## src/rtl/id3fte_pkg.sv

```systemverilog
// shared types and constants for the id3v2 frame text extractor
// no dependencies; imported by every module of the block
package id3fte_pkg;

  localparam int unsigned HdrLen = 10;

  localparam logic [1:0] KIND_FRAME = 2'd0;
  localparam logic [1:0] KIND_TEXT  = 2'd1;
  localparam logic [1:0] KIND_END   = 2'd2;

  localparam logic [7:0] BYTE_SKIP2 = 8'd1;
  localparam logic [7:0] BYTE_SKIP1 = 8'd255;

  typedef enum logic [3:0] {
    PH_TAG_HDR   = 4'b0001,
    PH_FRAME_HDR = 4'b0010,
    PH_PAYLOAD   = 4'b0100,
    PH_DONE      = 4'b1000
  } phase_e;

  // results of one input word: a first result and an optional trailing end of tag
  typedef struct packed {
    logic [1:0]  kind;
    logic [7:0]  value;
    logic [31:0] frame_tag;
    logic        two;
  } rec_t;

endpackage

```

## src/rtl/id3v2_frame_text_extractor.sv

```systemverilog
// top level of the id3v2 frame text extractor
// instantiates id3fte_parse, id3fte_fifo and id3fte_emit; uses id3fte_pkg
//
// usage:
//   s_axis carries the file one byte per word; tuser marks the file's first
//   byte and restarts parsing there. m_axis carries results: frame start
//   with its id, text characters and end of tag; tlast marks the final
//   result caused by one input byte.
//   the parser takes one byte per cycle whenever the result queue has room,
//   bytes that cause no result never touch the queue.
//   a result enters the queue as its byte is taken, then the output register.
//   throughput: one byte per cycle in while the queue has room, one result
//   per cycle out while the receiver is ready; a byte with two results puts
//   its first result and then the end of tag through the output register.
//   when the receiver stalls, the output register holds its word and the
//   queue (FifoDepth records) fills; s_axis_tready drops only when it is full.
//   reset clears the parser to the tag header and empties queue and output.
//   after end of tag, bytes are taken and dropped until tuser is set.
module id3v2_frame_text_extractor #(
  parameter int unsigned FifoDepth = 4
) (
  input  logic        clk_i,
  input  logic        rst_ni,
  input  logic        s_axis_tvalid,
  output logic        s_axis_tready,
  input  logic [7:0]  s_axis_tdata,   // [7:0] data_byte
  input  logic        s_axis_tuser,   // [0] first
  output logic        m_axis_tvalid,
  input  logic        m_axis_tready,
  output logic [47:0] m_axis_tdata,   // [1:0] kind, [9:2] value, [41:10] frame_tag, rest zero
  output logic        m_axis_tlast
);
  import id3fte_pkg::*;

  rec_t        push_rec;
  rec_t        pop_rec;
  logic        push;
  logic        pop;
  logic        full;
  logic        empty;
  logic [1:0]  kind;
  logic [7:0]  value;
  logic [31:0] frame_tag;

  id3fte_parse u_parse (
    .clk_i       (clk_i),
    .rst_ni      (rst_ni),
    .in_valid_i  (s_axis_tvalid),
    .data_byte_i (s_axis_tdata),
    .first_i     (s_axis_tuser),
    .full_i      (full),
    .in_ready_o  (s_axis_tready),
    .push_o      (push),
    .rec_o       (push_rec)
  );

  id3fte_fifo #(
    .Depth (FifoDepth)
  ) u_fifo (
    .clk_i   (clk_i),
    .rst_ni  (rst_ni),
    .push_i  (push),
    .wdata_i (push_rec),
    .pop_i   (pop),
    .rdata_o (pop_rec),
    .full_o  (full),
    .empty_o (empty)
  );

  id3fte_emit u_emit (
    .clk_i       (clk_i),
    .rst_ni      (rst_ni),
    .empty_i     (empty),
    .rec_i       (pop_rec),
    .pop_o       (pop),
    .out_ready_i (m_axis_tready),
    .out_valid_o (m_axis_tvalid),
    .kind_o      (kind),
    .value_o     (value),
    .frame_tag_o (frame_tag),
    .last_o      (m_axis_tlast)
  );

  assign m_axis_tdata = {6'b0, frame_tag, value, kind};

endmodule

```

## src/rtl/id3fte_parse.sv

```systemverilog
// front part: takes one file byte per word, tracks tag and frame structure
// and pushes a result record for every byte that causes results; uses id3fte_pkg
module id3fte_parse (
  input  logic              clk_i,
  input  logic              rst_ni,
  input  logic              in_valid_i,
  input  logic [7:0]        data_byte_i,
  input  logic              first_i,
  input  logic              full_i,
  output logic              in_ready_o,
  output logic              push_o,
  output id3fte_pkg::rec_t  rec_o
);
  import id3fte_pkg::*;

  phase_e      phase_q, phase_d;
  logic [3:0]  hidx_q, hidx_d;
  logic [31:0] tag_left_q, tag_left_d;
  logic [31:0] frame_left_q, frame_left_d;
  logic [31:0] size_q, size_d;
  logic [31:0] id_q, id_d;
  logic [1:0]  skip_q, skip_d;

  phase_e      ph;
  logic [3:0]  hi;
  logic [31:0] tl, fl, sz, idv;
  logic [1:0]  sk;
  logic [31:0] addend;
  logic [3:0]  hnext;
  logic        res_any;
  logic        accept;

  assign in_ready_o = ~full_i;
  assign accept     = in_valid_i & ~full_i;

  always_comb begin
    ph  = phase_q;
    hi  = hidx_q;
    tl  = tag_left_q;
    fl  = frame_left_q;
    sz  = size_q;
    idv = id_q;
    sk  = skip_q;
    if (first_i) begin
      ph  = PH_TAG_HDR;
      hi  = '0;
      tl  = '0;
      fl  = '0;
      sz  = '0;
      idv = '0;
      sk  = '0;
    end

    phase_d      = ph;
    hidx_d       = hi;
    tag_left_d   = tl;
    frame_left_d = fl;
    size_d       = sz;
    id_d         = idv;
    skip_d       = sk;
    res_any      = 1'b0;
    rec_o        = '0;
    addend       = '0;
    hnext        = hi + 4'd1;

    case (ph)
      PH_TAG_HDR: begin
        case (hi)
          4'd6:    addend = {3'b0, data_byte_i, 21'b0};
          4'd7:    addend = {10'b0, data_byte_i, 14'b0};
          4'd8:    addend = {17'b0, data_byte_i, 7'b0};
          4'd9:    addend = {24'b0, data_byte_i};
          default: addend = '0;
        endcase
        size_d = sz + addend;
        hidx_d = hnext;
        if (hnext >= 4'(HdrLen)) begin
          tag_left_d = size_d;
          size_d     = '0;
          hidx_d     = '0;
          if (tag_left_d == '0) begin
            res_any    = 1'b1;
            rec_o.kind = KIND_END;
            phase_d    = PH_DONE;
          end else begin
            phase_d = PH_FRAME_HDR;
          end
        end
      end
      PH_FRAME_HDR: begin
        tag_left_d = tl - 32'd1;
        if (hi < 4'd4) begin
          id_d = {idv[23:0], data_byte_i};
        end else if (hi < 4'd8) begin
          size_d = {sz[23:0], data_byte_i};
        end
        hidx_d = hnext;
        if (hnext == 4'd8 && size_d == '0) begin
          res_any    = 1'b1;
          rec_o.kind = KIND_END;
          phase_d    = PH_DONE;
        end else begin
          if (hnext >= 4'(HdrLen)) begin
            frame_left_d    = size_d;
            hidx_d          = '0;
            skip_d          = '0;
            res_any         = 1'b1;
            rec_o.kind      = KIND_FRAME;
            rec_o.frame_tag = id_d;
            phase_d         = PH_PAYLOAD;
          end
          if (tag_left_d == '0) begin
            if (res_any) begin
              rec_o.two = 1'b1;
            end else begin
              res_any    = 1'b1;
              rec_o.kind = KIND_END;
            end
            phase_d = PH_DONE;
          end
        end
      end
      PH_PAYLOAD: begin
        tag_left_d = tl - 32'd1;
        if (sk != 2'd0) begin
          skip_d = sk - 2'd1;
        end else if (data_byte_i == BYTE_SKIP2) begin
          skip_d = 2'd2;
        end else if (data_byte_i == BYTE_SKIP1) begin
          skip_d = 2'd1;
        end else if (data_byte_i != 8'd0) begin
          res_any     = 1'b1;
          rec_o.kind  = KIND_TEXT;
          rec_o.value = data_byte_i;
        end
        frame_left_d = fl - 32'd1;
        if (frame_left_d == '0) begin
          phase_d = PH_FRAME_HDR;
          hidx_d  = '0;
          skip_d  = '0;
        end
        if (tag_left_d == '0) begin
          if (res_any) begin
            rec_o.two = 1'b1;
          end else begin
            res_any    = 1'b1;
            rec_o.kind = KIND_END;
          end
          phase_d = PH_DONE;
        end
      end
      PH_DONE: begin
        phase_d = PH_DONE;
      end
      default: begin
        phase_d = PH_TAG_HDR;
      end
    endcase
  end

  assign push_o = accept & res_any;

  always_ff @(posedge clk_i or negedge rst_ni) begin
    if (!rst_ni) begin
      phase_q      <= PH_TAG_HDR;
      hidx_q       <= '0;
      tag_left_q   <= '0;
      frame_left_q <= '0;
      size_q       <= '0;
      id_q         <= '0;
      skip_q       <= '0;
    end else if (accept) begin
      phase_q      <= phase_d;
      hidx_q       <= hidx_d;
      tag_left_q   <= tag_left_d;
      frame_left_q <= frame_left_d;
      size_q       <= size_d;
      id_q         <= id_d;
      skip_q       <= skip_d;
    end
  end

endmodule

```

## src/rtl/id3fte_fifo.sv

```systemverilog
// short queue of result records between the parser and the output stage
// uses id3fte_pkg for the record type
module id3fte_fifo #(
  parameter int unsigned Depth = 4
) (
  input  logic             clk_i,
  input  logic             rst_ni,
  input  logic             push_i,
  input  id3fte_pkg::rec_t wdata_i,
  input  logic             pop_i,
  output id3fte_pkg::rec_t rdata_o,
  output logic             full_o,
  output logic             empty_o
);
  import id3fte_pkg::*;

  localparam int unsigned PtrW = (Depth > 1) ? $clog2(Depth) : 1;
  localparam int unsigned CntW = $clog2(Depth + 1);
  localparam logic [PtrW-1:0] PtrLast = PtrW'(Depth - 1);

  rec_t            mem_q [Depth];
  logic [PtrW-1:0] wr_q, wr_d;
  logic [PtrW-1:0] rd_q, rd_d;
  logic [CntW-1:0] cnt_q, cnt_d;
  logic            do_push, do_pop;

  assign full_o  = (cnt_q == CntW'(Depth));
  assign empty_o = (cnt_q == '0);
  assign do_push = push_i & ~full_o;
  assign do_pop  = pop_i & ~empty_o;
  assign rdata_o = mem_q[rd_q];

  always_comb begin
    wr_d  = wr_q;
    rd_d  = rd_q;
    cnt_d = cnt_q;
    if (do_push) begin
      wr_d = (wr_q == PtrLast) ? '0 : wr_q + PtrW'(1);
    end
    if (do_pop) begin
      rd_d = (rd_q == PtrLast) ? '0 : rd_q + PtrW'(1);
    end
    case ({do_push, do_pop})
      2'b10:   cnt_d = cnt_q + CntW'(1);
      2'b01:   cnt_d = cnt_q - CntW'(1);
      default: cnt_d = cnt_q;
    endcase
  end

  always_ff @(posedge clk_i or negedge rst_ni) begin
    if (!rst_ni) begin
      wr_q  <= '0;
      rd_q  <= '0;
      cnt_q <= '0;
    end else begin
      wr_q  <= wr_d;
      rd_q  <= rd_d;
      cnt_q <= cnt_d;
    end
  end

  always_ff @(posedge clk_i) begin
    if (do_push) begin
      mem_q[wr_q] <= wdata_i;
    end
  end

endmodule

```

## src/rtl/id3fte_emit.sv

```systemverilog
// back part: pops result records and drives the output register,
// one result per word, splitting a two-result record; uses id3fte_pkg
module id3fte_emit (
  input  logic             clk_i,
  input  logic             rst_ni,
  input  logic             empty_i,
  input  id3fte_pkg::rec_t rec_i,
  output logic             pop_o,
  input  logic             out_ready_i,
  output logic             out_valid_o,
  output logic [1:0]       kind_o,
  output logic [7:0]       value_o,
  output logic [31:0]      frame_tag_o,
  output logic             last_o
);
  import id3fte_pkg::*;

  logic        valid_q, valid_d;
  logic        pend_q, pend_d;
  logic [1:0]  kind_q, kind_d;
  logic [7:0]  value_q, value_d;
  logic [31:0] tag_q, tag_d;
  logic        last_q, last_d;
  logic        load_ok;

  assign load_ok = ~valid_q | out_ready_i;

  always_comb begin
    valid_d = valid_q;
    pend_d  = pend_q;
    kind_d  = kind_q;
    value_d = value_q;
    tag_d   = tag_q;
    last_d  = last_q;
    pop_o   = 1'b0;
    if (load_ok) begin
      if (pend_q) begin
        valid_d = 1'b1;
        pend_d  = 1'b0;
        kind_d  = KIND_END;
        value_d = '0;
        tag_d   = '0;
        last_d  = 1'b1;
      end else if (!empty_i) begin
        pop_o   = 1'b1;
        valid_d = 1'b1;
        pend_d  = rec_i.two;
        kind_d  = rec_i.kind;
        value_d = rec_i.value;
        tag_d   = rec_i.frame_tag;
        last_d  = ~rec_i.two;
      end else begin
        valid_d = 1'b0;
      end
    end
  end

  always_ff @(posedge clk_i or negedge rst_ni) begin
    if (!rst_ni) begin
      valid_q <= 1'b0;
      pend_q  <= 1'b0;
    end else begin
      valid_q <= valid_d;
      pend_q  <= pend_d;
    end
  end

  always_ff @(posedge clk_i) begin
    kind_q  <= kind_d;
    value_q <= value_d;
    tag_q   <= tag_d;
    last_q  <= last_d;
  end

  assign out_valid_o = valid_q;
  assign kind_o      = kind_q;
  assign value_o     = value_q;
  assign frame_tag_o = tag_q;
  assign last_o      = last_q;

endmodule
```

## config.mk

```make
export PLATFORM = sky130hd
export DESIGN_NAME = id3v2_frame_text_extractor
export DESIGN_NICKNAME = d
export VERILOG_FILES = /design/src/rtl/id3fte_pkg.sv /design/src/rtl/id3v2_frame_text_extractor.sv /design/src/rtl/id3fte_parse.sv /design/src/rtl/id3fte_fifo.sv /design/src/rtl/id3fte_emit.sv
export SDC_FILE = /design/constraint.sdc
export NUM_CORES = 1
export LEC_CHECK = 0
export BUFFER_PORTS_ARGS = -buffer_cell sky130_fd_sc_hd__buf_2
export CORE_MARGIN = 2
export CORE_UTILIZATION = 40
export CTS_CLUSTER_DIAMETER = 60
export CTS_CLUSTER_SIZE = 14
export DETAILED_ROUTE_END_ITERATION = 7
export GPL_TIMING_DRIVEN = 0
export SETUP_SLACK_MARGIN = 0.5
export SYNTH_ARGS = -nofsm -noshare
export SYNTH_HDL_FRONTEND = slang
export SYNTH_SLANG_ARGS = --single-unit
```

## constraint.sdc

```tcl
create_clock -name clk_i -period 9.35 [get_ports clk_i]
set_input_delay 0.4675 -clock clk_i [delete_from_list [all_inputs] [get_ports clk_i]]
set_output_delay 0.4675 -clock clk_i [all_outputs]
set_load 0.1 [all_outputs]
```

==> results.md <==
* Worst min-delay path category: primary input to flip-flop
* EDFF count, synth at about 220
* Vias at between 15,000 and 20,000
* Initial antenna violation count at 2
* Critical Path RT at just under 10 ns
* Via density per instance at about 6.1
* Largest net degree at the start of global routing at slightly below 90
* GPL Wtd Cong at about 0.99
* # IOs at 64
* Rows at 83
* Fin crit period at ~8.7 ns
* Ys flop type: edfxtp_1
* Library cells used by synthesis at 87
* Total Wirelength at 72.3 mm
* First-pass GRT wire length at 108 mm
* Drt wl/cell at 24.9 µm
* RSZ-0062 raised after global routing: no
* Critical path startpoint category: primary input
* Starting density of the core at around 40%
* Layout net count at 2,252
* End point of the critical path: u_fifo.cnt_q[2]
* R2R Setup Slk at roughly 3 ns
* GRT overflow at 0
* Internal power at ~0.0032 W
* Hold path startpoint: m_axis_tready
* CP Capture Type: flip-flop
* Outcome: finished, final reports clean
* P&R area growth vs syn at 12.9%
* Peak Freq at about 0.12 GHz
* Number of nets with antenna violations after routing at 0
* Ys Warns at 0
* Rel. slew slack at 26.4%
* CTS H-tree depth at 2
* Clk pwr share at a little over a quarter
* Router iterations before antenna repair at 5
* Later-pin clock latency in the skew report at around 0.58 ns
* Core ar. at a little over 0.05 mm²
* CP max stage cell: clkbuf_1
* Drt first-iter violations at approximately 2,000
* Sequential group share of total power at between 30 and 40%
* Clock-pin slew on the worst setup and hold paths at roughly 0.060 ns
* Worst r2r src: u_parse.hidx_q[3]
* Synth area leaders: edfxtp_1 (31%), dfrtp_1 (18%), mux4_2 (4.7%)
* Gate power share at between 30 and 40%
* Peak supply drop at ~180 µV
* FF-to-FF End: u_fifo.cnt_q[1]
* Die ar. at 0.0537 mm²
* CP Class: primary input to flip-flop
* Die Wd at roughly 230 µm
* Sw Share at between 40% and 50%
* Final Slew Violations at 0
* Register bit count reported by yosys at 362
* Multi-input logic area at between 0.009 and 0.01 mm²
* Vias in the first global route at roughly 17,000
* Crit. Startpoint: s_axis_tuser
* Leading area contributor after synthesis: edfxtp_1
* Yosys top cell area share at 31.1%
* Final Non-Filler Cells at slightly below 3,000
* Most used cell, CP: clkbuf_1
* Setup slack after layout at 0.655 ns
* Tcrit/Tclk final at 93.0%
* DRC at 0
* Final setup viols at 0
* GRT Total Usage at 26.8%
* Clock root buffer: clkbuf_16
* Clk buf depth at 3
* Final Hold Vio Count at 0
* Avg Inst Size Synth at 9.97 µm²
* Place WS at -2.31 ns
* CTS tree: built
* Tot Pwr at between 0.005 and 0.006 W
* Power per cell area at approximately 240 mW/mm²
* FFs w/ async S/R, synth at ~41%
* Worst reg2reg path depth at 21
* Cells after Synth at ~2,100
* Clock skew at approximately 0.037 ns
* Chip Height at ~230 µm
* Sw Pwr at 0.00245 W
* Register Area at 0.0101 mm²
* CP peak stage delay at approximately 0.87 ns
* Final HPWL DP at 52.6 mm
* Post-synthesis cell area at 0.0207 mm²
* Share of cells above drive strength 1 at a little over a tenth
* Placed Cells at about 2,800
* Number of fill cells at 4,862
* Seq/Total Area, Yosys at 48.9%
* Crit-path max FO at 10
* Critical Path AT at between 9 and 10 ns
* Maxcap violations at 0
* Pleak at ~9 nW
* CTS Buf Count at 39
* Port buffer count at 52
* Clock tree sinks at ~360
* Worst Max-Slew Pin Slew at between 1 and 1.5 ns
-- area by class of cell --
| cell class | count | area share, % |
|---|---|---|
| sequential | 362 | 43.3 |
| multi-input combinational | 1533 | 42.4 |
| clock buffer | 53 | 4.44 |
| tap | 680 | 3.63 |
| buffer | 158 | 2.86 |
| timing repair buffer | 67 | 2.11 |
| clock inverter | 19 | 0.732 |
| inverter | 32 | 0.513 |
| antenna | 1 | 0.0107 |
-- state kept, by name, summed over array words and instances, names as in the netlist, 4 cells and up --
signal	count
u_fifo.mem_q	172
u_emit.frame_tag_o	32
u_parse.frame_left_q	32
u_parse.id_q	32
u_parse.size_q	32
u_parse.tag_left_q	32
u_emit.value_o	8
u_parse.hidx_q	4
u_parse.phase_q	4
-- through the flow --
| stage | util (%) | hold WS, ns | cell area [µm²] | setup TNS (ns) |
|---|---|---|---|---|
| floorplan | - | 0.172 | 20800 | 0 |
| global placement | 42.6 | 0.482 | 21900 | -855.64 |
| detailed placement | 43.0 | 0.433 | 22000 | -391.62 |
| CTS | 45.6 | 0.255 | 23400 | 0 |
| global route | 45.6 | 0.304 | 23400 | 0 |
| finish | 45.6 | 0.285 | 23400 | 0 |
-- synthesized netlist by cell type, drive strengths merged (12+ instances only) --
library cell	n
nand2	257
edfxtp	215
o21ai	186
a21oi	171
nor2	151
dfrtp	146
clkbuf	124
nor2b	88
a22oi	60
ha	44
mux4	43
nor3	41
and3	40
and2	36
buf	34
inv	32
nor4	28
xor2	28
nand3	25
xnor2	23
a22o	22
or4	22
nand4	20
o22ai	20
a21o	14
mux2i	14
or3	13
nand2b	12
o31ai	12
-- placed cells by master (no fill, tap or decap), types with 35 or more instances in the layout --
master	n
nand2_1	257
edfxtp_1	215
o21ai_0	181
a21oi_1	170
nor2_1	149
dfrtp_1	146
clkbuf_1	131
nor2b_1	84
buf_2	65
a22oi_1	60
ha_1	44
mux4_2	43
and3_1	40
nor3_1	39
clkbuf_16	39
and2_1	35
-- timing repair --
item                       4_1_cts  5_1_grt
hold endpoints to repair        59        0
hold buffers                     1        0
setup endpoints to repair      185      175
pin swaps                        0        1
buffers inserted                 7        1
gates resized for setup         11       10
-- worst min-delay path by stage --
stage	to	depth (start not counted)
3_3_place_gp	u_parse.skip_q[1]	2
5_1_grt	u_emit.out_valid_o	3
3_5_place_dp	u_parse.tag_left_q[25]	1
6_report	u_emit.out_valid_o	3
4_1_cts	u_emit.out_valid_o	3
2_1_floorplan	u_emit.out_valid_o	0
-- metal layers --
metal  vias up  GRT usage (%)  wire length, µm
li1       7962              -                -
met1      8725           35.9            30100
met2       827           42.0            32900
met3       187           4.98             5710
met4         4           12.9             3540
met5         -              0               26
-- cells by family (layout without fill, tap and decap cells) --
family                     count (synthesis)  count (layout)  synth area share [%]
DFF                                      362             362                  48.9
AOI/OAI and AO/OA                        599             599                  17.9
other                                      1               7                0.0181
xor gates and xnor gates                  51              51                  2.15
buffers and inverters                    190             329                  3.71
muxes                                     64              64                  5.76
and+or+nand+nor                          767             767                  18.7
adders and majority gates                 46              46                  2.85
-- worst max-delay path: cells and delay by family --
family / cells / cell delay, ns
AOI/OAI and AO/OA: 5 / 1.60
xor gates and xnor gates: 3 / 0.84
and+or+nand+nor: 5 / 0.89
adders and majority gates: 3 / 1.13
buffers and inverters: 9 / 4.20
-- power by group through the flow --
stage	sequential [W]	combinational (W)	clock, W
after global routing	0.00197	0.00233	0.00159
after detailed placement	0.00199	0.00219	0
final	0.00196	0.00222	0.00151
after CTS	0.00196	0.00220	0.00153
after floorplan	0.00268	0.000949	0
after global placement	0.00199	0.00217	0
(Power assumes the default switching activity.)
